==> src/hdl/bmon_pkg.sv <==
// battery level monitor: shared constants, codes and beat structs
// no dependencies; imported by every module of the block

package bmon_pkg;

   localparam int unsigned CHECK_PERIOD = 360;
   localparam int unsigned DAY_TICKS = 8640;

   localparam int unsigned MV_W = 13;
   localparam int unsigned TICK_W = 32;
   localparam int unsigned AGE_W = 16;
   localparam int unsigned CNT_W = 2;

   // floor(2^32 / n): quotient estimate is exact or one short
   localparam logic [TICK_W-1:0] CHK_RECIP =
      TICK_W'((64'd1 << TICK_W) / 64'(CHECK_PERIOD));
   localparam logic [TICK_W-1:0] DAY_RECIP =
      TICK_W'((64'd1 << TICK_W) / 64'(DAY_TICKS));

   // remainder before correction stays below twice the divisor
   localparam int unsigned CHK_REM_W = $clog2(2 * CHECK_PERIOD);
   localparam int unsigned DAY_REM_W = $clog2(2 * DAY_TICKS);

   localparam logic [CHK_REM_W-1:0] CHK_DIV = CHK_REM_W'(CHECK_PERIOD);
   localparam logic [CHK_REM_W-1:0] CHK_SLOT = CHK_REM_W'(CHECK_PERIOD - 4);
   localparam logic [DAY_REM_W-1:0] DAY_DIV = DAY_REM_W'(DAY_TICKS);
   localparam logic [DAY_REM_W-1:0] DAY_LAST = DAY_REM_W'(DAY_TICKS - 1);

   localparam logic [AGE_W-1:0] DAY_MODE_MIN = AGE_W'(2);
   localparam logic [CNT_W-1:0] LOW_CONFIRM = CNT_W'(2);

   typedef enum logic [1:0] {
      CSR_FULL_THR       = 2'd0,
      CSR_TWO_THIRDS_THR = 2'd1,
      CSR_ONE_THIRD_THR  = 2'd2
   } csr_index_type;

   typedef enum logic [1:0] {
      LEVEL_EMPTY = 2'd0,
      LEVEL_LOW   = 2'd1,
      LEVEL_MID   = 2'd2,
      LEVEL_FULL  = 2'd3
   } level_type;

   localparam logic [MV_W-1:0] FULL_THR_RESET = MV_W'(3000);
   localparam logic [MV_W-1:0] TWO_THIRDS_THR_RESET = MV_W'(2800);
   localparam logic [MV_W-1:0] ONE_THIRD_THR_RESET = MV_W'(2600);

   typedef struct packed {
      logic [MV_W-1:0]   battery_mv;
      logic [TICK_W-1:0] idle_ticks;
      logic [AGE_W-1:0]  age_days;
   } req_data_type;

   typedef struct packed {
      logic [1:0] battery_level;
      logic       checked;
      logic       low_power_error;
      logic       low_alarm_event;
   } rsp_data_type;

   typedef struct packed {
      logic [MV_W-1:0] full;
      logic [MV_W-1:0] two_thirds;
      logic [MV_W-1:0] one_third;
   } thr_type;

   typedef struct packed {
      logic [MV_W-1:0]  battery_mv;
      logic [AGE_W-1:0] age_days;
      logic             check_slot;
      logic             day_end;
   } sched_beat_type;

endpackage

==> src/hdl/bmon_tick_sched.sv <==
// battery level monitor: input register and tick schedule pipeline
// finds the check slot and day end from the tick count by reciprocal multiply
// depends on bmon_pkg

module bmon_tick_sched (
   input  logic                     clock,
   input  logic                     reset,
   input  logic                     req_valid,
   output logic                     req_ready,
   input  bmon_pkg::req_data_type   req_data,
   output logic                     beat_valid,
   input  logic                     beat_ready,
   output bmon_pkg::sched_beat_type beat
);
   import bmon_pkg::*;

   logic                 s0_valid_ff, s0_valid_in;
   req_data_type         s0_ff;
   logic                 s1_valid_ff, s1_valid_in;
   logic [TICK_W-1:0]    s1_chk_q_ff, s1_day_q_ff;
   logic [CHK_REM_W-1:0] s1_chk_ticks_ff;
   logic [DAY_REM_W-1:0] s1_day_ticks_ff;
   logic [MV_W-1:0]      s1_mv_ff;
   logic [AGE_W-1:0]     s1_age_ff;
   logic                 s2_valid_ff, s2_valid_in;
   sched_beat_type       s2_ff, s2_in;

   logic                 ready0, ready1, ready2;
   logic [2*TICK_W-1:0]  chk_prod, day_prod;
   logic [CHK_REM_W-1:0] chk_raw, chk_rem;
   logic [DAY_REM_W-1:0] day_raw, day_rem;

   assign ready2 = !s2_valid_ff || beat_ready;
   assign ready1 = !s1_valid_ff || ready2;
   assign ready0 = !s0_valid_ff || ready1;
   assign req_ready = ready0;

   assign s0_valid_in = ready0 ? req_valid : s0_valid_ff;
   assign s1_valid_in = ready1 ? s0_valid_ff : s1_valid_ff;
   assign s2_valid_in = ready2 ? s1_valid_ff : s2_valid_ff;

   // quotient estimates
   assign chk_prod = (2*TICK_W)'(s0_ff.idle_ticks) * (2*TICK_W)'(CHK_RECIP);
   assign day_prod = (2*TICK_W)'(s0_ff.idle_ticks) * (2*TICK_W)'(DAY_RECIP);

   // remainders with one correction step
   always_comb begin
      chk_raw = s1_chk_ticks_ff - s1_chk_q_ff[CHK_REM_W-1:0] * CHK_DIV;
      chk_rem = (chk_raw >= CHK_DIV) ? chk_raw - CHK_DIV : chk_raw;
      day_raw = s1_day_ticks_ff - s1_day_q_ff[DAY_REM_W-1:0] * DAY_DIV;
      day_rem = (day_raw >= DAY_DIV) ? day_raw - DAY_DIV : day_raw;
      s2_in.battery_mv = s1_mv_ff;
      s2_in.age_days = s1_age_ff;
      s2_in.check_slot = (chk_rem == CHK_SLOT);
      s2_in.day_end = (day_rem == DAY_LAST);
   end

   always_ff @(posedge clock) begin
      if (reset) begin
         s0_valid_ff <= 1'b0;
         s1_valid_ff <= 1'b0;
         s2_valid_ff <= 1'b0;
      end else begin
         s0_valid_ff <= s0_valid_in;
         s1_valid_ff <= s1_valid_in;
         s2_valid_ff <= s2_valid_in;
      end
   end

   always_ff @(posedge clock) begin
      if (ready0) begin
         s0_ff <= req_data;
      end
      if (ready1) begin
         s1_chk_q_ff <= chk_prod[2*TICK_W-1:TICK_W];
         s1_day_q_ff <= day_prod[2*TICK_W-1:TICK_W];
         s1_chk_ticks_ff <= s0_ff.idle_ticks[CHK_REM_W-1:0];
         s1_day_ticks_ff <= s0_ff.idle_ticks[DAY_REM_W-1:0];
         s1_mv_ff <= s0_ff.battery_mv;
         s1_age_ff <= s0_ff.age_days;
      end
      if (ready2) begin
         s2_ff <= s2_in;
      end
   end

   assign beat_valid = s2_valid_ff;
   assign beat = s2_ff;

endmodule

==> src/hdl/bmon_level_core.sv <==
// battery level monitor: level, debounce and day tracker state, result register
// depends on bmon_pkg

module bmon_level_core (
   input  logic                     clock,
   input  logic                     reset,
   input  logic                     beat_valid,
   output logic                     beat_ready,
   input  bmon_pkg::sched_beat_type beat,
   input  bmon_pkg::thr_type        thr,
   output logic                     rsp_valid,
   input  logic                     rsp_ready,
   output bmon_pkg::rsp_data_type   rsp_data
);
   import bmon_pkg::*;

   level_type        level_ff, level_in;
   logic             armed_ff, armed_in;
   logic [CNT_W-1:0] low_count_ff, low_count_in;
   logic [AGE_W-1:0] days_seen_ff, days_seen_in;
   logic             rsp_valid_ff, rsp_valid_in;
   rsp_data_type     rsp_ff, rsp_in;

   logic      fire, pending, run, alarm;
   level_type quant;

   assign beat_ready = !rsp_valid_ff || rsp_ready;
   assign fire = beat_valid && beat_ready;

   always_comb begin
      if (beat.battery_mv >= thr.full) begin
         quant = LEVEL_FULL;
      end else if (beat.battery_mv >= thr.two_thirds) begin
         quant = LEVEL_MID;
      end else if (beat.battery_mv >= thr.one_third) begin
         quant = LEVEL_LOW;
      end else begin
         quant = LEVEL_EMPTY;
      end
   end

   always_comb begin
      pending = (low_count_ff != '0) || (level_ff == LEVEL_EMPTY);
      days_seen_in = days_seen_ff;
      level_in = level_ff;
      armed_in = armed_ff;
      low_count_in = low_count_ff;
      alarm = 1'b0;
      if (days_seen_ff >= DAY_MODE_MIN) begin
         run = (days_seen_ff != beat.age_days) || pending;
         if (run) begin
            days_seen_in = beat.age_days;
         end
      end else begin
         run = beat.check_slot || pending;
         if (beat.day_end) begin
            days_seen_in = days_seen_ff + AGE_W'(1);
         end
      end
      if (run) begin
         level_in = quant;
         if (quant == LEVEL_EMPTY && armed_ff) begin
            if (low_count_ff >= LOW_CONFIRM) begin
               low_count_in = '0;
               armed_in = 1'b0;
               alarm = 1'b1;
            end else begin
               low_count_in = low_count_ff + CNT_W'(1);
            end
         end else begin
            low_count_in = '0;
         end
      end
      rsp_in.battery_level = level_in;
      rsp_in.checked = run;
      rsp_in.low_power_error = !armed_in && (level_in == LEVEL_EMPTY);
      rsp_in.low_alarm_event = alarm;
      rsp_valid_in = fire ? 1'b1 : (rsp_valid_ff && !rsp_ready);
   end

   always_ff @(posedge clock) begin
      if (reset) begin
         level_ff <= LEVEL_FULL;
         armed_ff <= 1'b1;
         low_count_ff <= '0;
         days_seen_ff <= '0;
         rsp_valid_ff <= 1'b0;
      end else begin
         rsp_valid_ff <= rsp_valid_in;
         if (fire) begin
            level_ff <= level_in;
            armed_ff <= armed_in;
            low_count_ff <= low_count_in;
            days_seen_ff <= days_seen_in;
         end
      end
   end

   always_ff @(posedge clock) begin
      if (fire) begin
         rsp_ff <= rsp_in;
      end
   end

   assign rsp_valid = rsp_valid_ff;
   assign rsp_data = rsp_ff;

endmodule

==> src/hdl/battery_level_monitor_top.sv <==
// battery level monitor top level: threshold registers, schedule pipeline, level core
// depends on bmon_pkg, bmon_tick_sched, bmon_level_core
//
// usage
//   req channel: one beat per wake tick carrying battery_mv, idle_ticks and
//   age_days; rsp channel: one beat back per request beat, in order, with the
//   level, the checked flag, the low-power error and the alarm pulse
//   csr port: csr_we writes csr_wdata into the threshold chosen by csr_index
//   (0 full, 1 two thirds, 2 one third); other indexes are ignored
//   path to rsp: input register, quotient multiply, remainder compare, result
//   register; throughput: one beat per cycle while rsp_ready is high; the two
//   32x32 reciprocal multiplies sit in their own stage, the state update and
//   result register in the last one
//   reset: thresholds go to 3000/2800/2600 mV, level full, armed, day tracker 0;
//   the pipeline empties
//   stall: while rsp_ready is low the result holds and each stage still takes
//   a beat if it is empty, so up to four beats are held before req_ready drops

module battery_level_monitor_top (
   input  logic                   clock,
   input  logic                   reset,
   input  logic                   req_valid,
   output logic                   req_ready,
   input  bmon_pkg::req_data_type req_data,
   output logic                   rsp_valid,
   input  logic                   rsp_ready,
   output bmon_pkg::rsp_data_type rsp_data,
   input  logic                   csr_we,
   input  logic [1:0]             csr_index,
   input  logic [bmon_pkg::MV_W-1:0] csr_wdata
);
   import bmon_pkg::*;

   thr_type        thr_ff;
   logic           beat_valid, beat_ready;
   sched_beat_type beat;

   always_ff @(posedge clock) begin
      if (reset) begin
         thr_ff.full <= FULL_THR_RESET;
         thr_ff.two_thirds <= TWO_THIRDS_THR_RESET;
         thr_ff.one_third <= ONE_THIRD_THR_RESET;
      end else if (csr_we) begin
         unique case (csr_index)
            CSR_FULL_THR:       thr_ff.full <= csr_wdata;
            CSR_TWO_THIRDS_THR: thr_ff.two_thirds <= csr_wdata;
            CSR_ONE_THIRD_THR:  thr_ff.one_third <= csr_wdata;
            default: begin
            end
         endcase
      end
   end

   bmon_tick_sched u_sched (
      .clock      (clock),
      .reset      (reset),
      .req_valid  (req_valid),
      .req_ready  (req_ready),
      .req_data   (req_data),
      .beat_valid (beat_valid),
      .beat_ready (beat_ready),
      .beat       (beat)
   );

   bmon_level_core u_core (
      .clock      (clock),
      .reset      (reset),
      .beat_valid (beat_valid),
      .beat_ready (beat_ready),
      .beat       (beat),
      .thr        (thr_ff),
      .rsp_valid  (rsp_valid),
      .rsp_ready  (rsp_ready),
      .rsp_data   (rsp_data)
   );

endmodule

==> config.mk <==
export PLATFORM = sky130hd
export DESIGN_NAME = battery_level_monitor_top
export DESIGN_NICKNAME = d
export VERILOG_FILES = /design/src/hdl/bmon_pkg.sv /design/src/hdl/bmon_tick_sched.sv /design/src/hdl/bmon_level_core.sv /design/src/hdl/battery_level_monitor_top.sv
export SDC_FILE = /design/constraint.sdc
export NUM_CORES = 1
export LEC_CHECK = 0
export ABC_AREA = 1
export BUFFER_PORTS_ARGS = -buffer_cell sky130_fd_sc_hd__buf_4
export CAP_MARGIN = 20
export CELL_PAD_IN_SITES_DETAIL_PLACEMENT = 0
export CELL_PAD_IN_SITES_GLOBAL_PLACEMENT = 1
export CORE_ASPECT_RATIO = 1.1
export CORE_MARGIN = 5
export CORE_UTILIZATION = 49
export DETAILED_ROUTE_END_ITERATION = 10
export HOLD_SLACK_MARGIN = 0.1
export PLACE_DENSITY = 0.78
export REMOVE_ABC_BUFFERS = 1
export SETUP_SLACK_MARGIN = 0.15
export SLEW_MARGIN = 20
export SYNTH_ARGS = -nofsm -noshare
export SYNTH_HDL_FRONTEND = slang
export SYNTH_SLANG_ARGS = --single-unit
==> constraint.sdc <==
create_clock -name clock -period 7.96 [get_ports clock]
set_input_delay 0.398 -clock clock [delete_from_list [all_inputs] [get_ports clock]]
set_output_delay 0.398 -clock clock [all_outputs]
set_load 0.02 [all_outputs]
Word-level counts from Yosys, hierarchy flattened
Index checks and enable logic that the tools add are counted.
{"block": "word_totals", "reg_bits": 240, "input_bits": 81, "elab_cells": 97}
{"block": "op_classes", "addsub": 6, "n_mul": 4, "magnitude_cmp": 7, "n_eq_ne": 6, "muxes": 17, "reduce_logical": 29}
{"op": "2-to-1 mux 16 bit", "n": 3}
{"op": "multiplier 32 x 18 -> 46 bit (second input constant)", "n": 1}
{"op": "greater-or-equal comparator 13 bit", "n": 3}
{"op": "multiplier 32 x 19 -> 37 bit (second input constant)", "n": 1}
{"op": "adder 16 x 1 -> 16 bit (second input constant)", "n": 1}
{"op": "greater-or-equal comparator 16 x 2 -> 1 bit (second input constant)", "n": 1}
{"op": "inequality test 16 bit", "n": 1}
{"op": "equality test 15 x 14 -> 1 bit (second input constant)", "n": 1}
{"op": "greater-or-equal comparator 15 x 14 -> 1 bit (second input constant)", "n": 1}
{"op": "multiplier 15 x 8 -> 9 bit (second input constant)", "n": 1}
{"op": "2-to-1 mux 15 bit", "n": 1}
{"op": "subtractor 15 x 14 -> 15 bit (second input constant)", "n": 1}
{"op": "subtractor 15 bit", "n": 1}
{"op": "equality test 10 x 9 -> 1 bit (second input constant)", "n": 1}
{"op": "greater-or-equal comparator 10 x 9 -> 1 bit (second input constant)", "n": 1}
{"op": "multiplier 10 x 6 -> 7 bit (second input constant)", "n": 1}
{"op": "2-to-1 mux 10 bit", "n": 1}
{"op": "2-to-1 mux 2 bit", "n": 5}
{"op": "AND reduction 2 bit", "n": 5}
{"op": "subtractor 10 bit", "n": 1}
{"op": "subtractor 10 x 9 -> 10 bit (second input constant)", "n": 1}
{"op": "zero test 2 bit", "n": 4}
{"op": "logical OR 1 bit", "n": 7}
{"op": "2-to-1 mux 1 bit", "n": 7}
{"op": "other kinds (9)", "n": 18}

Logic depth before layout (Yosys ltp)
Gate-level depths: netlist (run 1).
{"block": "depth", "ltp_word": 10, "mapped_depth": 24, "mapped_depth_nobuf": 24}

Hierarchy
From an unflattened synthesis (run 1), not the netlist that was laid out.
{"block": "unflattened", "hier_cells": 2936, "area_unflattened_um2": 27259.9}
{"module": "bmon_tick_sched", "n_inst": 1, "cells_each": 2213, "area_each_um2": 22720.5}
{"module": "bmon_level_core", "n_inst": 1, "cells_each": 502, "area_each_um2": 2962.8}
{"module": "battery_level_monitor_top", "n_inst": 1, "cells_each": 221, "area_each_um2": 1576.5}

Least setup slack after synthesis (run 1)
No wires, ideal clock.
{"block": "synth_timing", "kind": "register -> register", "from": "register u_sched.s0_ff[31] (netlist bit)", "to": "register u_sched.s1_day_q_ff[6] (data pin)", "setup_time_ns": 0.261, "t_arrival_ns": 5.295, "t_required_ns": 7.699, "slack_ns": 2.404, "stages_incl_launch_ff": 21, "path_buffers": 0, "cell_sequence": "edfxtp_1 inv_1 fa_1 inv_1 fa_1 inv_1 fa_1 fa_1 fa_1 fa_1 inv_1 ha_1 nand2_1 nor2_1 nand2_1 nor2_1 a2111oi_0 nand2_1 nand3_1 nand2_1 xor2_1"}
{"block": "synth_between", "elab_chain_cells": 1}
{"item": "start: declaration", "line_no": "bmon_tick_sched.sv:18", "rtl": "req_data_type s0_ff;"}
{"item": "start signal: assignment", "line_no": "bmon_tick_sched.sv:72", "rtl": "s0_ff <= req_data;"}
{"item": "multiplier 32 x 18 -> 46 bit", "line_no": "bmon_tick_sched.sv:44", "rtl": "assign day_prod = (2*TICK_W)'(s0_ff.idle_ticks) * (2*TICK_W)'(DAY_RECIP);"}
{"item": "via u_sched.day_prod[38]", "line_no": "bmon_tick_sched.sv:29", "rtl": "logic [2*TICK_W-1:0] chk_prod, day_prod;"}
{"item": "end signal: assignment", "line_no": "bmon_tick_sched.sv:76", "rtl": "s1_day_q_ff <= day_prod[2*TICK_W-1:TICK_W];"}
{"item": "end: declaration", "line_no": "bmon_tick_sched.sv:20", "rtl": "logic [TICK_W-1:0] s1_chk_q_ff, s1_day_q_ff;"}
The timed path passes the listed nets, and every way through them passes these cells.
A chain may end at the register's enable or synchronous reset.

Final worst setup path (run 1)
{"block": "layout_timing", "from": "register u_sched.s0_ff[25] (netlist bit)", "to": "register u_sched.s1_day_q_ff[8] (data pin)"}
The elaborated chain is that of the path after synthesis.

==> report_table.html, run 1 <==
<table>
<tr><th>Metric</th><th>Value</th></tr>
<tr><th colspan="2">Status</th></tr>
<tr><td>Outcome</td><td>finished clean</td></tr>
<tr><th colspan="2">Die</th></tr>
<tr><td>Number of standard-cell rows in the floorplan</td><td>88</td></tr>
<tr><td>Die area</td><td>58000 um^2</td></tr>
<tr><td>Overall die height</td><td>252 um</td></tr>
<tr><td>Effective utilization at floorplan</td><td>0.496</td></tr>
<tr><td>X dimension of the die</td><td>230 um</td></tr>
<tr><td>Core region area</td><td>52600 um^2</td></tr>
<tr><td>Io pins</td><td>88</td></tr>
<tr><th colspan="2">Drt</th></tr>
<tr><td>Vias per inst</td><td>5.11</td></tr>
<tr><td>Length of the first detailed-routing pass in iterations</td><td>7</td></tr>
<tr><td>Final wirelength</td><td>67200 um</td></tr>
<tr><td>Routed wire length per instance</td><td>19.3 um</td></tr>
<tr><td>Routed vias</td><td>17800</td></tr>
<tr><td>First DRT Iteration DRCs</td><td>929</td></tr>
<tr><td>Detail Route Antenna Nets</td><td>0</td></tr>
<tr><td>Drt drc</td><td>0</td></tr>
<tr><th colspan="2">Critical path</th></tr>
<tr><td>Critical Setup Path Class</td><td>register to register</td></tr>
<tr><td>Max incr delay on CP</td><td>920 ps</td></tr>
<tr><td>Required arrival time at the worst endpoint</td><td>8260 ps</td></tr>
<tr><td>Worst Path Max Fanout</td><td>12</td></tr>
<tr><td>FF-to-FF setup slack</td><td>1520 ps</td></tr>
<tr><td>CP dominant cell by count</td><td>fa_1</td></tr>
<tr><td>Cell with the largest stage delay on the worst path</td><td>edfxtp_1</td></tr>
<tr><td>Kind of start point of the critical path</td><td>register</td></tr>
<tr><td>Endpoint class of the critical path</td><td>register</td></tr>
<tr><td>Critical Path, Cell by Cell</td><td>fa_1 &gt; inv_1 &gt; fa_1 &gt; fa_1 &gt; fa_1 &gt; fa_1 &gt; fa_1 &gt; inv_1 &gt; ha_1 &gt; nand2_1 &gt; nor4_1 &gt; nand3_1 &gt; nand2_1 &gt; a21oi_1 &gt; xor2_1</td></tr>
<tr><td>Signal arrival time at the worst endpoint</td><td>6740 ps</td></tr>
<tr><th colspan="2">STA</th></tr>
<tr><td>Peak Freq</td><td>0.155 GHz</td></tr>
<tr><td>Setup repair after global routing missed its margin</td><td>no</td></tr>
<tr><td>Final Hold Violating Endpoints</td><td>0</td></tr>
<tr><td>Setup slack after layout</td><td>1520 ps</td></tr>
<tr><td>Endpoints failing setup</td><td>0</td></tr>
<tr><td>Measured slew at the worst slew-check pin</td><td>936 ps</td></tr>
<tr><td>Min Tclk post-route</td><td>6440 ps</td></tr>
<tr><td>Setup_tns</td><td>0 ps</td></tr>
<tr><td>Period utilisation layout</td><td>0.809</td></tr>
<tr><td>Max-slew violation total from the final report</td><td>0</td></tr>
<tr><td>Final clock skew</td><td>18.7 ps</td></tr>
<tr><td>Slew Limit Headroom</td><td>0.371</td></tr>
<tr><th colspan="2">Clock network</th></tr>
<tr><td>Clock Tree Buf Depth</td><td>3</td></tr>
<tr><td>CTS tree</td><td>done</td></tr>
<tr><td>CTS Sinks</td><td>221</td></tr>
<tr><td>Total CTS buffers</td><td>27</td></tr>
<tr><td>Clock tree root buffer cell</td><td>clkbuf_16</td></tr>
<tr><td>Deepest level of the CTS H-tree</td><td>1</td></tr>
<tr><td>Clock transition at the registers of the reported paths</td><td>70 ps</td></tr>
<tr><td>Skew-Pair Late Insertion Delay</td><td>580 ps</td></tr>
<tr><th colspan="2">GRT</th></tr>
<tr><td>Global-route wire length before repair</td><td>109000 um</td></tr>
<tr><td>Initial antenna violation count</td><td>0</td></tr>
<tr><td>Total global routing track utilization</td><td>0.240</td></tr>
<tr><td>Global routing met1 resource utilization</td><td>0.300</td></tr>
<tr><td>GR Util met2</td><td>0.427</td></tr>
<tr><td>Grt total ovfl</td><td>0</td></tr>
<tr><td>Vias in the first global route</td><td>19700</td></tr>
<tr><td>Met3 demand-to-capacity share in global routing</td><td>0.0306</td></tr>
<tr><td>Routing layer with the top usage in global route</td><td>met2</td></tr>
<tr><td>Largest net degree at the start of global routing</td><td>43</td></tr>
<tr><th colspan="2">Layout</th></tr>
<tr><td>Most common cell after layout, fill and taps aside</td><td>inv_1</td></tr>
<tr><td># diodes</td><td>0</td></tr>
<tr><td>Area Overhead vs Synth</td><td>11.9%</td></tr>
<tr><td>Final Instance Count excl. Fillers</td><td>3480</td></tr>
<tr><td>Count of filler cells inserted in the layout</td><td>4603</td></tr>
<tr><td>Commonest cells after routing, fill and taps aside</td><td>inv_1, fa_1, ha_1</td></tr>
<tr><td>Fraction of final layout cells with drive strength greater than 1</td><td>0.0545</td></tr>
<tr><td>Layout net count</td><td>3647</td></tr>
<tr><th colspan="2">Place</th></tr>
<tr><td>HPWL reported at the end of detailed placement</td><td>57500 um</td></tr>
<tr><td>Final Wtd Congestion</td><td>0.993</td></tr>
<tr><td>Pre-CTS setup slack</td><td>1530 ps</td></tr>
<tr><td>Number of placed instances, taps included</td><td>3359</td></tr>
<tr><td>Buffers on Ports</td><td>87</td></tr>
<tr><th colspan="2">Yosys</th></tr>
<tr><td>Number of register bits inferred by synthesis</td><td>221</td></tr>
<tr><td>Proportion of synthesized chip area in sequential cells</td><td>0.230</td></tr>
<tr><td>Largest family of logic cells by synthesized area</td><td>adder cells</td></tr>
<tr><td>Post-synthesis share of cell area spent on and, or, nand and nor gates</td><td>0.0715</td></tr>
<tr><td>Multiplexer share of the synthesized area</td><td>0</td></tr>
<tr><td>Fraction of registers with async set/reset</td><td>0</td></tr>
<tr><td>Number of warnings printed during yosys synthesis</td><td>0</td></tr>
<tr><td>Number of distinct library cells after synthesis</td><td>49</td></tr>
<tr><td>EDFF count, synth</td><td>157</td></tr>
<tr><td>Share of the synthesized netlist area taken by xor and xnor gates</td><td>0.0258</td></tr>
<tr><td>Area of the mapped netlist</td><td>26100 um^2</td></tr>
<tr><td>Cells after synthesis</td><td>2607</td></tr>
<tr><td>Mean post-synth cell area</td><td>10.0 um^2</td></tr>
<tr><td>Most instantiated flip-flop cell in the synthesis netlist</td><td>edfxtp_1</td></tr>
<tr><td>Adder-Cell Fraction of Synth Area</td><td>0.494</td></tr>
<tr><td>Post-synthesis compound-gate area fraction</td><td>0.0637</td></tr>
<tr><th colspan="2">Job</th></tr>
<tr><td>Max Cap Viol</td><td>0</td></tr>
<tr><th colspan="2">Hold path</th></tr>
<tr><td>Type of the tightest min-delay check</td><td>primary input to register</td></tr>
</table>
-- Yosys cell counts, types with 21 or more instances --
cell type / n / share of area
a21oi_1: 135 / 0.026
dfxtp_1: 64 / 0.049
edfxtp_1: 157 / 0.18
fa_1: 416 / 0.32
ha_1: 365 / 0.17
inv_1: 779 / 0.11
nand2_1: 225 / 0.032
nand3_1: 58 / 0.011
nand4_1: 26 / 0.0062
nor2_1: 77 / 0.011
o211ai_1: 21 / 0.0060
o21ai_0: 88 / 0.017
xnor2_1: 37 / 0.012
xor2_1: 38 / 0.013
-- cells by family (layout without fill, tap and decap cells) --
group / count (synthesis) / in the layout
AOI/OAI and AO/OA: 297 / 297
buffers and inverters: 801 / 999
DFF: 221 / 221
xor gates and xnor gates: 76 / 76
adders and majority gates: 781 / 781
and+or+nand+nor: 431 / 431
-- per-layer routing --
metal | up-vias | routed length, um
li1 | 8487 | -
met3 | 133 | 2660
met1 | 8776 | 27400
met4 | 0 | 3220
met2 | 396 | 34000
met5 | - | 0
-- stage by stage --
stage,hold WS [ps],instance area (um^2),util
3_5_place_dp,405,27600,0.524
6_report,145,29200,0.555
4_1_cts,103,29200,0.555
2_1_floorplan,400,26000,-
5_1_grt,156,29200,0.555
3_3_place_gp,402,27600,0.524
-- final timing paths --
| path | startpoint | to | depth (start not counted) |
|---|---|---|---|
| hold / removal | csr_wdata[10] | thr_ff[23]$_SDFFE_PP0P_ | 3 |
| setup reg to reg | u_sched.s0_ff[25]$_DFFE_PP_ | u_sched.s1_day_q_ff[8]$_DFFE_PP_ | 15 |
| setup / recovery | u_sched.s0_ff[25]$_DFFE_PP_ | u_sched.s1_day_q_ff[8]$_DFFE_PP_ | 15 |
| hold reg to reg | u_sched.s1_mv_ff[6]$_DFFE_PP_ | u_sched.beat[24]$_DFFE_PP_ | 0 |
-- flip-flops by register name (all words and copies together) (netlist names), 9 cells and up --
signal and cells:
u_sched.beat 31, u_sched.s1_day_ticks_ff 15, u_core.days_seen_ff 16, u_sched.s1_mv_ff 13
u_sched.s0_ff 61, thr_ff 39, u_sched.s1_day_q_ff 9, u_sched.s1_age_ff 16
-- timing repair --
item	in CTS	in global routing
hold buffers	72	0
setup buffers	0	0
endpoints found under the hold margin	83	0
gates resized for setup	0	0
-- final cells by class --
type,count,area [um^2],area share
Sequential cell,221,6000,0.205
Inverter,784,2940,0.101
Clock buffer,32,704,0.0241
Multi-Input combinational cell,1585,17100,0.586
Tap cell,675,845,0.0289
Clock inverter,17,183,0.00625
Timing Repair Buffer,166,1430,0.0488
-- critical path: cells and delay by family, from the launching register on --
kind,cells,cell delay (ps)
AOI/OAI and AO/OA,1,180
xor gates and xnor gates,1,180
adders and majority gates,7,3480
buffers and inverters,2,120
DFF,1,920
and+or+nand+nor,4,1260
Power of run 1 is left out: the tool's default activity adds up to more than one toggle a clock period on the data nets, which glitch-free logic cannot reach.
==> inputs of run 2 (changes only) <==
- clock period: 7.96 -> 6.3 ns (I/O delays scaled with it)
==> run 2 against run 1 <==
  * Routed wire length grew 1.5%
  * Count of clock-buffer cells in the layout shrank 1
  * Hold slack gained 120 ps
  * Clock skew grew 15 ps
  * Critical path depth grew 5
  * Cell count grew 1.7%
  * Design area grew 1.6%
  * Sequential cell count is the same
  * Die area is the same
  * Critical path type unchanged
  * Highest routed layer unchanged
==> report_table.html, run 2 (synthesis results as in run 1) <==
<table>
<tr><th>Metric</th><th>Value</th></tr>
<tr><th colspan="2">Place</th></tr>
<tr><td>Final Wtd Congestion</td><td>0.998 (+0.53%)</td></tr>
<tr><td>HPWL reported at the end of detailed placement</td><td>58000 um (+0.85%)</td></tr>
<tr><td>Buffers on Ports</td><td>87 (unchanged)</td></tr>
<tr><th colspan="2">Die</th></tr>
<tr><td>Effective utilization at floorplan</td><td>0.496 (unchanged)</td></tr>
<tr><td>Number of standard-cell rows in the floorplan</td><td>88 (unchanged)</td></tr>
<tr><td>Die area</td><td>58000 um^2 (unchanged)</td></tr>
<tr><td>Overall die height</td><td>252 um (unchanged)</td></tr>
<tr><td>X dimension of the die</td><td>230 um (unchanged)</td></tr>
<tr><td>Core region area</td><td>52600 um^2 (unchanged)</td></tr>
<tr><td>Io pins</td><td>88 (unchanged)</td></tr>
<tr><th colspan="2">Layout</th></tr>
<tr><td>Fraction of final layout cells with drive strength greater than 1</td><td>0.0716 (+0.0171)</td></tr>
<tr><td>Most common cell after layout, fill and taps aside</td><td>inv_1</td></tr>
<tr><td>Largest register FFs</td><td>61 (unchanged)</td></tr>
<tr><td>Register name with the most flops</td><td>u_sched.s0_ff</td></tr>
<tr><td>Multi-input logic area</td><td>17100 um^2 (unchanged)</td></tr>
<tr><td>Layout net count</td><td>3701 (+1.5%)</td></tr>
<tr><td>Commonest cells after routing, fill and taps aside</td><td>inv_1, fa_1, ha_1</td></tr>
<tr><td>Area Overhead vs Synth</td><td>13.7%</td></tr>
<tr><td>Area taken by flip-flops and latches</td><td>6000 um^2 (unchanged)</td></tr>
<tr><td>Count of filler cells inserted in the layout</td><td>4603 (unchanged)</td></tr>
<tr><th colspan="2">Clock network</th></tr>
<tr><td>Clock Tree Buf Depth</td><td>3 (unchanged)</td></tr>
<tr><td>CTS tree</td><td>done</td></tr>
<tr><td>Clock tree root buffer cell</td><td>clkbuf_16</td></tr>
<tr><td>Number of cells upsized or downsized after cts</td><td>0 (unchanged)</td></tr>
<tr><td>Clock transition at the registers of the reported paths</td><td>60 ps (about the same)</td></tr>
<tr><td>Total CTS buffers</td><td>29 (+7.4%)</td></tr>
<tr><td>Skew-Pair Late Insertion Delay</td><td>590 ps (about the same)</td></tr>
<tr><td>CTS Sinks</td><td>221 (unchanged)</td></tr>
<tr><td>Deepest level of the CTS H-tree</td><td>1 (unchanged)</td></tr>
<tr><th colspan="2">STA</th></tr>
<tr><td>Final clock skew</td><td>33.5 ps (+14.8 ps)</td></tr>
<tr><td>Setup repair after global routing missed its margin</td><td>no</td></tr>
<tr><td>Max-slew violation total from the final report</td><td>0 (unchanged)</td></tr>
<tr><td>Slew Limit Headroom</td><td>0.322 (-0.0489)</td></tr>
<tr><td>Endpoints failing setup</td><td>0 (unchanged)</td></tr>
<tr><td>Worst Hold Margin</td><td>262 ps (+117 ps)</td></tr>
<tr><td>Peak Freq</td><td>0.171 GHz (+10%)</td></tr>
<tr><td>Min Tclk post-route</td><td>5850 ps (-593 ps)</td></tr>
<tr><td>Setup_tns</td><td>0 ps (unchanged)</td></tr>
<tr><td>Measured slew at the worst slew-check pin</td><td>1020 ps (+80.5 ps)</td></tr>
<tr><td>Period utilisation layout</td><td>0.928 (+0.119)</td></tr>
<tr><td>Final Hold Violating Endpoints</td><td>0 (unchanged)</td></tr>
<tr><th colspan="2">GRT</th></tr>
<tr><td>Grt total ovfl</td><td>0 (unchanged)</td></tr>
<tr><td>Initial antenna violation count</td><td>0 (unchanged)</td></tr>
<tr><td>Largest net degree at the start of global routing</td><td>43 (unchanged)</td></tr>
<tr><td>Global-route wire length before repair</td><td>110000 um (+1.3%)</td></tr>
<tr><td>Total global routing track utilization</td><td>0.242 (+0.00214)</td></tr>
<tr><td>Vias in the first global route</td><td>19800 (+0.62%)</td></tr>
<tr><th colspan="2">Drt</th></tr>
<tr><td>Final wirelength</td><td>68300 um (+1.5%)</td></tr>
<tr><td>Routed wire length per instance</td><td>19.3 um (-0.13%)</td></tr>
<tr><td>First DRT Iteration DRCs</td><td>1090 (+17%)</td></tr>
<tr><td>Drt drc</td><td>0 (unchanged)</td></tr>
<tr><td>Vias per inst</td><td>5.07 (-0.84%)</td></tr>
<tr><td>Detail Route Antenna Nets</td><td>0 (unchanged)</td></tr>
<tr><td>Routed vias</td><td>17900 (+0.81%)</td></tr>
<tr><td>Length of the first detailed-routing pass in iterations</td><td>5 (-2)</td></tr>
<tr><th colspan="2">Critical path</th></tr>
<tr><td>Signal arrival time at the worst endpoint</td><td>6180 ps (-560 ps)</td></tr>
<tr><td>Critical Setup Path Class</td><td>register to register</td></tr>
<tr><td>Cell with the largest stage delay on the worst path</td><td>fa_1</td></tr>
<tr><td>Worst Path Max Fanout</td><td>4 (-8)</td></tr>
<tr><td>Kind of start point of the critical path</td><td>register</td></tr>
<tr><td>FF-to-FF setup slack</td><td>450 ps (-1070 ps)</td></tr>
<tr><td>Critical Path, Cell by Cell</td><td>inv_1 &gt; fa_1 &gt; inv_1 &gt; fa_1 &gt; inv_1 &gt; fa_1 &gt; fa_1 &gt; fa_1 &gt; fa_1 &gt; inv_1 &gt; ha_1 &gt; nand2_1 &gt; nor2_1 &gt; nand2_1 &gt; nor2_1 &gt; a2111oi_0 &gt; nand2_1 &gt; nand3_1 &gt; nand2_1 &gt; xor2_1</td></tr>
<tr><td>Required arrival time at the worst endpoint</td><td>6630 ps (-1630 ps)</td></tr>
<tr><td>Max incr delay on CP</td><td>570 ps (-350 ps)</td></tr>
<tr><td>CP dominant cell by count</td><td>fa_1</td></tr>
<tr><td>Endpoint class of the critical path</td><td>register</td></tr>
<tr><th colspan="2">Hold path</th></tr>
<tr><td>Type of the tightest min-delay check</td><td>primary input to register</td></tr>
<tr><th colspan="2">Status</th></tr>
<tr><td>Outcome</td><td>finished clean</td></tr>
<tr><th colspan="2">Job</th></tr>
<tr><td>Max Cap Viol</td><td>0 (unchanged)</td></tr>
</table>
run 2: cell types whose count changed in the layout (fill, tap and decap cells not counted), sizes merged:
cell,previous run,this run
bufinv,3,1
dlygate4sd3,72,79
clkinvlp,2,1
clkinv,8,16
inv,788,789
diode,0,1
clkbuf,32,31
buf,94,139
run 2: final timing paths:
kind / startpoint / depth (start not counted) / end
worst max register to register: u_sched.s0_ff[31]$_DFFE_PP_ / 20 / u_sched.s1_day_q_ff[6]$_DFFE_PP_
worst min-delay path: csr_index[0] / 4 / thr_ff[33]$_SDFFE_PP1P_
worst min register to register: u_sched.s1_age_ff[3]$_DFFE_PP_ / 0 / u_sched.beat[5]$_DFFE_PP_
worst max-delay path: u_sched.s0_ff[31]$_DFFE_PP_ / 20 / u_sched.s1_day_q_ff[6]$_DFFE_PP_
run 2: area by class of cell:
type                    count  area share
flip-flops and latches    221       0.202
multi-input cells        1585       0.577
inverters                 784      0.0992
well taps                 675      0.0285
clock buffers              31      0.0250
repair buffers            218      0.0626
clock inverters            23     0.00607
diodes                      1   0.0000843
run 2: per-stage QoR:
stage | cells | setup WS, ps | cell area, um^2 | utilization
detailed placement | 3386 | 389 | 27800 | 0.528
global route | 3537 | 153 | 29700 | 0.564
global placement | 3386 | 404 | 27800 | 0.528
finish | 3538 | 455 | 29700 | 0.564
CTS | 3519 | 346 | 29500 | 0.561
floorplan | 2590 | 744 | 26000 | -
run 2: routing by layer:
| layer | routed length (um) | share of wire | vias to the layer above | GRT usage |
|---|---|---|---|---|
| met1 | 28000 | 0.41 | 8840 | 0.304 |
| li1 | - | - | 8583 | - |
| met2 | 34200 | 0.50 | 382 | 0.430 |
| met5 | 0 | 0 | - | 0 |
| met4 | 3470 | 0.051 | 0 | 0.0969 |
| met3 | 2610 | 0.038 | 131 | 0.0288 |
run 2: what timing repair did:
action,4_1_cts,5_1_grt
hold buffers,79,0
endpoints found under the hold margin,114,0
endpoints found under the setup margin,0,3
setup buffers,0,18
run 2: critical path: cells and delay by family (launching register included):
family / cells / cell delay (ps)
and+or+nand+nor: 7 / 710
xor gates and xnor gates: 1 / 140
AOI/OAI and AO/OA: 1 / 370
DFF: 1 / 400
adders and majority gates: 7 / 3630
buffers and inverters: 4 / 340
Power of run 2 is left out for the same reason.
==> inputs of run 3 (changes only) <==
- CAP_MARGIN: 20 -> not set
- CTS_BUF_LIST: not set -> sky130_fd_sc_hd__clkbuf_16
==> run 3 against run 2 <==
  * First-iteration DRC count is 5.0% lower
  * Critical path depth shrank 2
  * Register-to-register slack is essentially flat
  * Highest routed layer unchanged
==> report_table.html, run 3 (synthesis results as in run 1) <==
<table>
<tr><th>Metric</th><th>Value</th></tr>
<tr><th colspan="2">Layout</th></tr>
<tr><td>Area Overhead vs Synth</td><td>13.6% (about the same)</td></tr>
<tr><td>Commonest cells after routing, fill and taps aside</td><td>inv_1, fa_1, ha_1</td></tr>
<tr><td># diodes</td><td>0 (-1)</td></tr>
<tr><td>Fraction of final layout cells with drive strength greater than 1</td><td>0.0713 (-0.000349)</td></tr>
<tr><td>Layout net count</td><td>3701 (unchanged)</td></tr>
<tr><td>Register name with the most flops</td><td>u_sched.s0_ff</td></tr>
<tr><td>Final Instance Count excl. Fillers</td><td>3537 (-0.028%)</td></tr>
<tr><td>Most common cell after layout, fill and taps aside</td><td>inv_1</td></tr>
<tr><td>Largest register FFs</td><td>61 (unchanged)</td></tr>
<tr><th colspan="2">GRT</th></tr>
<tr><td>Global-route wire length before repair</td><td>110000 um (about the same)</td></tr>
<tr><td>Total global routing track utilization</td><td>0.242 (about the same)</td></tr>
<tr><td>Initial antenna violation count</td><td>0 (unchanged)</td></tr>
<tr><td>Largest net degree at the start of global routing</td><td>43 (unchanged)</td></tr>
<tr><td>GR Util met2</td><td>0.430 (unchanged)</td></tr>
<tr><td>Global routing met1 resource utilization</td><td>0.304 (about the same)</td></tr>
<tr><td>Grt total ovfl</td><td>0 (unchanged)</td></tr>
<tr><td>Routing layer with the top usage in global route</td><td>met2</td></tr>
<tr><td>Met3 demand-to-capacity share in global routing</td><td>0.0288 (unchanged)</td></tr>
<tr><td>Vias in the first global route</td><td>19800 (+0.0051%)</td></tr>
<tr><th colspan="2">Die</th></tr>
<tr><td>Number of standard-cell rows in the floorplan</td><td>88 (unchanged)</td></tr>
<tr><td>X dimension of the die</td><td>230 um (unchanged)</td></tr>
<tr><td>Effective utilization at floorplan</td><td>0.496 (unchanged)</td></tr>
<tr><td>Die area</td><td>58000 um^2 (unchanged)</td></tr>
<tr><td>Io pins</td><td>88 (unchanged)</td></tr>
<tr><td>Overall die height</td><td>252 um (unchanged)</td></tr>
<tr><td>Core region area</td><td>52600 um^2 (unchanged)</td></tr>
<tr><th colspan="2">Critical path</th></tr>
<tr><td>Worst R2R Start</td><td>u_sched.s0_ff[27]$_DFFE_PP_</td></tr>
<tr><td>Cell with the largest stage delay on the worst path</td><td>edfxtp_1</td></tr>
<tr><td>Required arrival time at the worst endpoint</td><td>6620 ps (about the same)</td></tr>
<tr><td>Family of cells with the greatest summed delay on the critical path</td><td>adder cells</td></tr>
<tr><td>Kind of start point of the critical path</td><td>register</td></tr>
<tr><td>Critical Path, Cell by Cell</td><td>fa_1 &gt; inv_1 &gt; fa_1 &gt; fa_1 &gt; fa_1 &gt; fa_1 &gt; fa_1 &gt; inv_1 &gt; ha_1 &gt; a21oi_1 &gt; o21ai_0 &gt; nand2_1 &gt; o2111ai_1 &gt; a21oi_1 &gt; nand2_1 &gt; a21oi_1 &gt; buf_4 &gt; xor2_1</td></tr>
<tr><td>R2r endpoint</td><td>u_sched.s1_day_q_ff[8]$_DFFE_PP_</td></tr>
<tr><td>Critical Path Stages</td><td>18 (-10%)</td></tr>
<tr><td>Worst path buffer plus inverter count</td><td>3 (-1)</td></tr>
<tr><td>Cells on worst reg2reg path</td><td>18 (-10%)</td></tr>
<tr><td>FF-to-FF setup slack</td><td>450 ps (about the same)</td></tr>
<tr><td>Worst Path Max Fanout</td><td>12 (+8)</td></tr>
<tr><td>Critical Setup Path Class</td><td>register to register</td></tr>
<tr><td>Max incr delay on CP</td><td>790 ps (+220 ps)</td></tr>
<tr><td>Signal arrival time at the worst endpoint</td><td>6170 ps (about the same)</td></tr>
<tr><td>Endpoint class of the critical path</td><td>register</td></tr>
<tr><td>CP dominant cell by count</td><td>fa_1</td></tr>
<tr><th colspan="2">Drt</th></tr>
<tr><td>Routed vias</td><td>17900 (-0.11%)</td></tr>
<tr><td>First DRT Iteration DRCs</td><td>1036 (-5.0%)</td></tr>
<tr><td>Detail Route Antenna Nets</td><td>0 (unchanged)</td></tr>
<tr><td>Routed wire length per instance</td><td>19.3 um (about the same)</td></tr>
<tr><td>Length of the first detailed-routing pass in iterations</td><td>5 (unchanged)</td></tr>
<tr><td>Drt drc</td><td>0 (unchanged)</td></tr>
<tr><td>Vias per inst</td><td>5.07 (about the same)</td></tr>
<tr><td>Final wirelength</td><td>68300 um (about the same)</td></tr>
<tr><th colspan="2">Hold path</th></tr>
<tr><td>Worst hold endpoint</td><td>thr_ff[30]$_SDFFE_PP1P_</td></tr>
<tr><td>Worst hold start</td><td>csr_index[0]</td></tr>
<tr><td>Type of the tightest min-delay check</td><td>primary input to register</td></tr>
<tr><td>Hold Path Depth</td><td>4 (unchanged)</td></tr>
<tr><th colspan="2">STA</th></tr>
<tr><td>Setup_tns</td><td>0 ps (unchanged)</td></tr>
<tr><td>Endpoints failing setup</td><td>0 (unchanged)</td></tr>
<tr><td>Slew Limit Headroom</td><td>0.317 (-0.00446)</td></tr>
<tr><td>Max-slew violation total from the final report</td><td>0 (unchanged)</td></tr>
<tr><td>Period utilisation layout</td><td>0.928 (about the same)</td></tr>
<tr><td>Final clock skew</td><td>34.2 ps (+0.678 ps)</td></tr>
<tr><td>Min Tclk post-route</td><td>5850 ps (+3.83 ps)</td></tr>
<tr><td>Measured slew at the worst slew-check pin</td><td>1020 ps (+6.69 ps)</td></tr>
<tr><td>Final Hold Violating Endpoints</td><td>0 (unchanged)</td></tr>
<tr><td>Peak Freq</td><td>0.171 GHz (about the same)</td></tr>
<tr><td>Setup repair after global routing missed its margin</td><td>no</td></tr>
<tr><th colspan="2">Clock network</th></tr>
<tr><td>Clock Tree Buf Depth</td><td>3 (unchanged)</td></tr>
<tr><td>Number of cells upsized or downsized after cts</td><td>0 (unchanged)</td></tr>
<tr><td>Skew-Pair Late Insertion Delay</td><td>590 ps (about the same)</td></tr>
<tr><td>CTS Sinks</td><td>221 (unchanged)</td></tr>
<tr><td>Deepest level of the CTS H-tree</td><td>1 (unchanged)</td></tr>
<tr><td>Clock tree root buffer cell</td><td>clkbuf_16</td></tr>
<tr><td>CTS tree</td><td>done</td></tr>
<tr><td>Clock transition at the registers of the reported paths</td><td>70 ps (about the same)</td></tr>
<tr><td>Total CTS buffers</td><td>29 (unchanged)</td></tr>
<tr><th colspan="2">Place</th></tr>
<tr><td>Final Wtd Congestion</td><td>0.998 (unchanged)</td></tr>
<tr><td>Number of placed instances, taps included</td><td>3386 (unchanged)</td></tr>
<tr><td>HPWL reported at the end of detailed placement</td><td>58000 um (unchanged)</td></tr>
<tr><td>Buffers on Ports</td><td>87 (unchanged)</td></tr>
<tr><th colspan="2">Job</th></tr>
<tr><td>Max Cap Viol</td><td>0 (unchanged)</td></tr>
<tr><th colspan="2">Status</th></tr>
<tr><td>Outcome</td><td>finished clean</td></tr>
</table>
-- run 3: changes by cell type in the layout (fill, tap and decap cells not counted), sizes merged --
cell,change
inv,+1
clkbuf,-2
clkinv,+1
diode,-1
-- run 3: layout make-up --
type | instances | area, um^2
Fill cell | 4602 | 23000
Multi-Input combinational cell | 1585 | 17100
Sequential cell | 221 | 6000
Inverter | 784 | 2940
Timing Repair Buffer | 218 | 1860
Tap cell | 675 | 845
Clock buffer | 29 | 726
Clock inverter | 25 | 188
-- run 3: worst max path at each step --
| stage | from | to | slack, ps |
|---|---|---|---|
| after floorplan | u_sched.s0_ff[31]$_DFFE_PP_ | u_sched.s1_day_q_ff[6]$_DFFE_PP_ | 740 |
| after global placement | u_sched.s0_ff[25]$_DFFE_PP_ | u_sched.s1_day_q_ff[8]$_DFFE_PP_ | 400 |
| after detailed placement | u_sched.s0_ff[25]$_DFFE_PP_ | u_sched.s1_day_q_ff[7]$_DFFE_PP_ | 390 |
| after CTS | u_sched.s0_ff[25]$_DFFE_PP_ | u_sched.s1_day_q_ff[8]$_DFFE_PP_ | 350 |
| after global routing | u_sched.s0_ff[28]$_DFFE_PP_ | u_sched.s1_chk_q_ff[4]$_DFFE_PP_ | 150 |
| final | u_sched.s0_ff[27]$_DFFE_PP_ | u_sched.s1_day_q_ff[8]$_DFFE_PP_ | 450 |
-- run 3: per-layer routing --
layer,routed length (um),share of wire,up-vias
met2,34300,0.50,384
li1,-,-,8582
met5,0,0,-
met3,2680,0.039,128
met4,3360,0.049,0
met1,28000,0.41,8822
-- run 3: timing repair --
item | in CTS | in global routing
setup buffers | 0 | 18
hold buffers | 79 | 0
hold endpoints to repair | 114 | 0
endpoints found under the setup margin | 0 | 3
-- run 3: tightest hold or removal path, stage by stage --
cell      delay, ps
buf_4            90
nor3_2           40
buf_4           190
o211ai_1        160
-- run 3: per-stage QoR --
| stage | setup slack [ps] | area [um^2] | hold slack, ps | util |
|---|---|---|---|---|
| 5_1_grt | 153 | 29700 | 258 | 0.564 |
| 2_1_floorplan | 744 | 26000 | 384 | - |
| 3_5_place_dp | 389 | 27800 | 405 | 0.528 |
| 4_1_cts | 346 | 29500 | 228 | 0.561 |
| 6_report | 451 | 29700 | 261 | 0.564 |
| 3_3_place_gp | 404 | 27800 | 400 | 0.528 |
Power of run 3 is left out for the same reason.
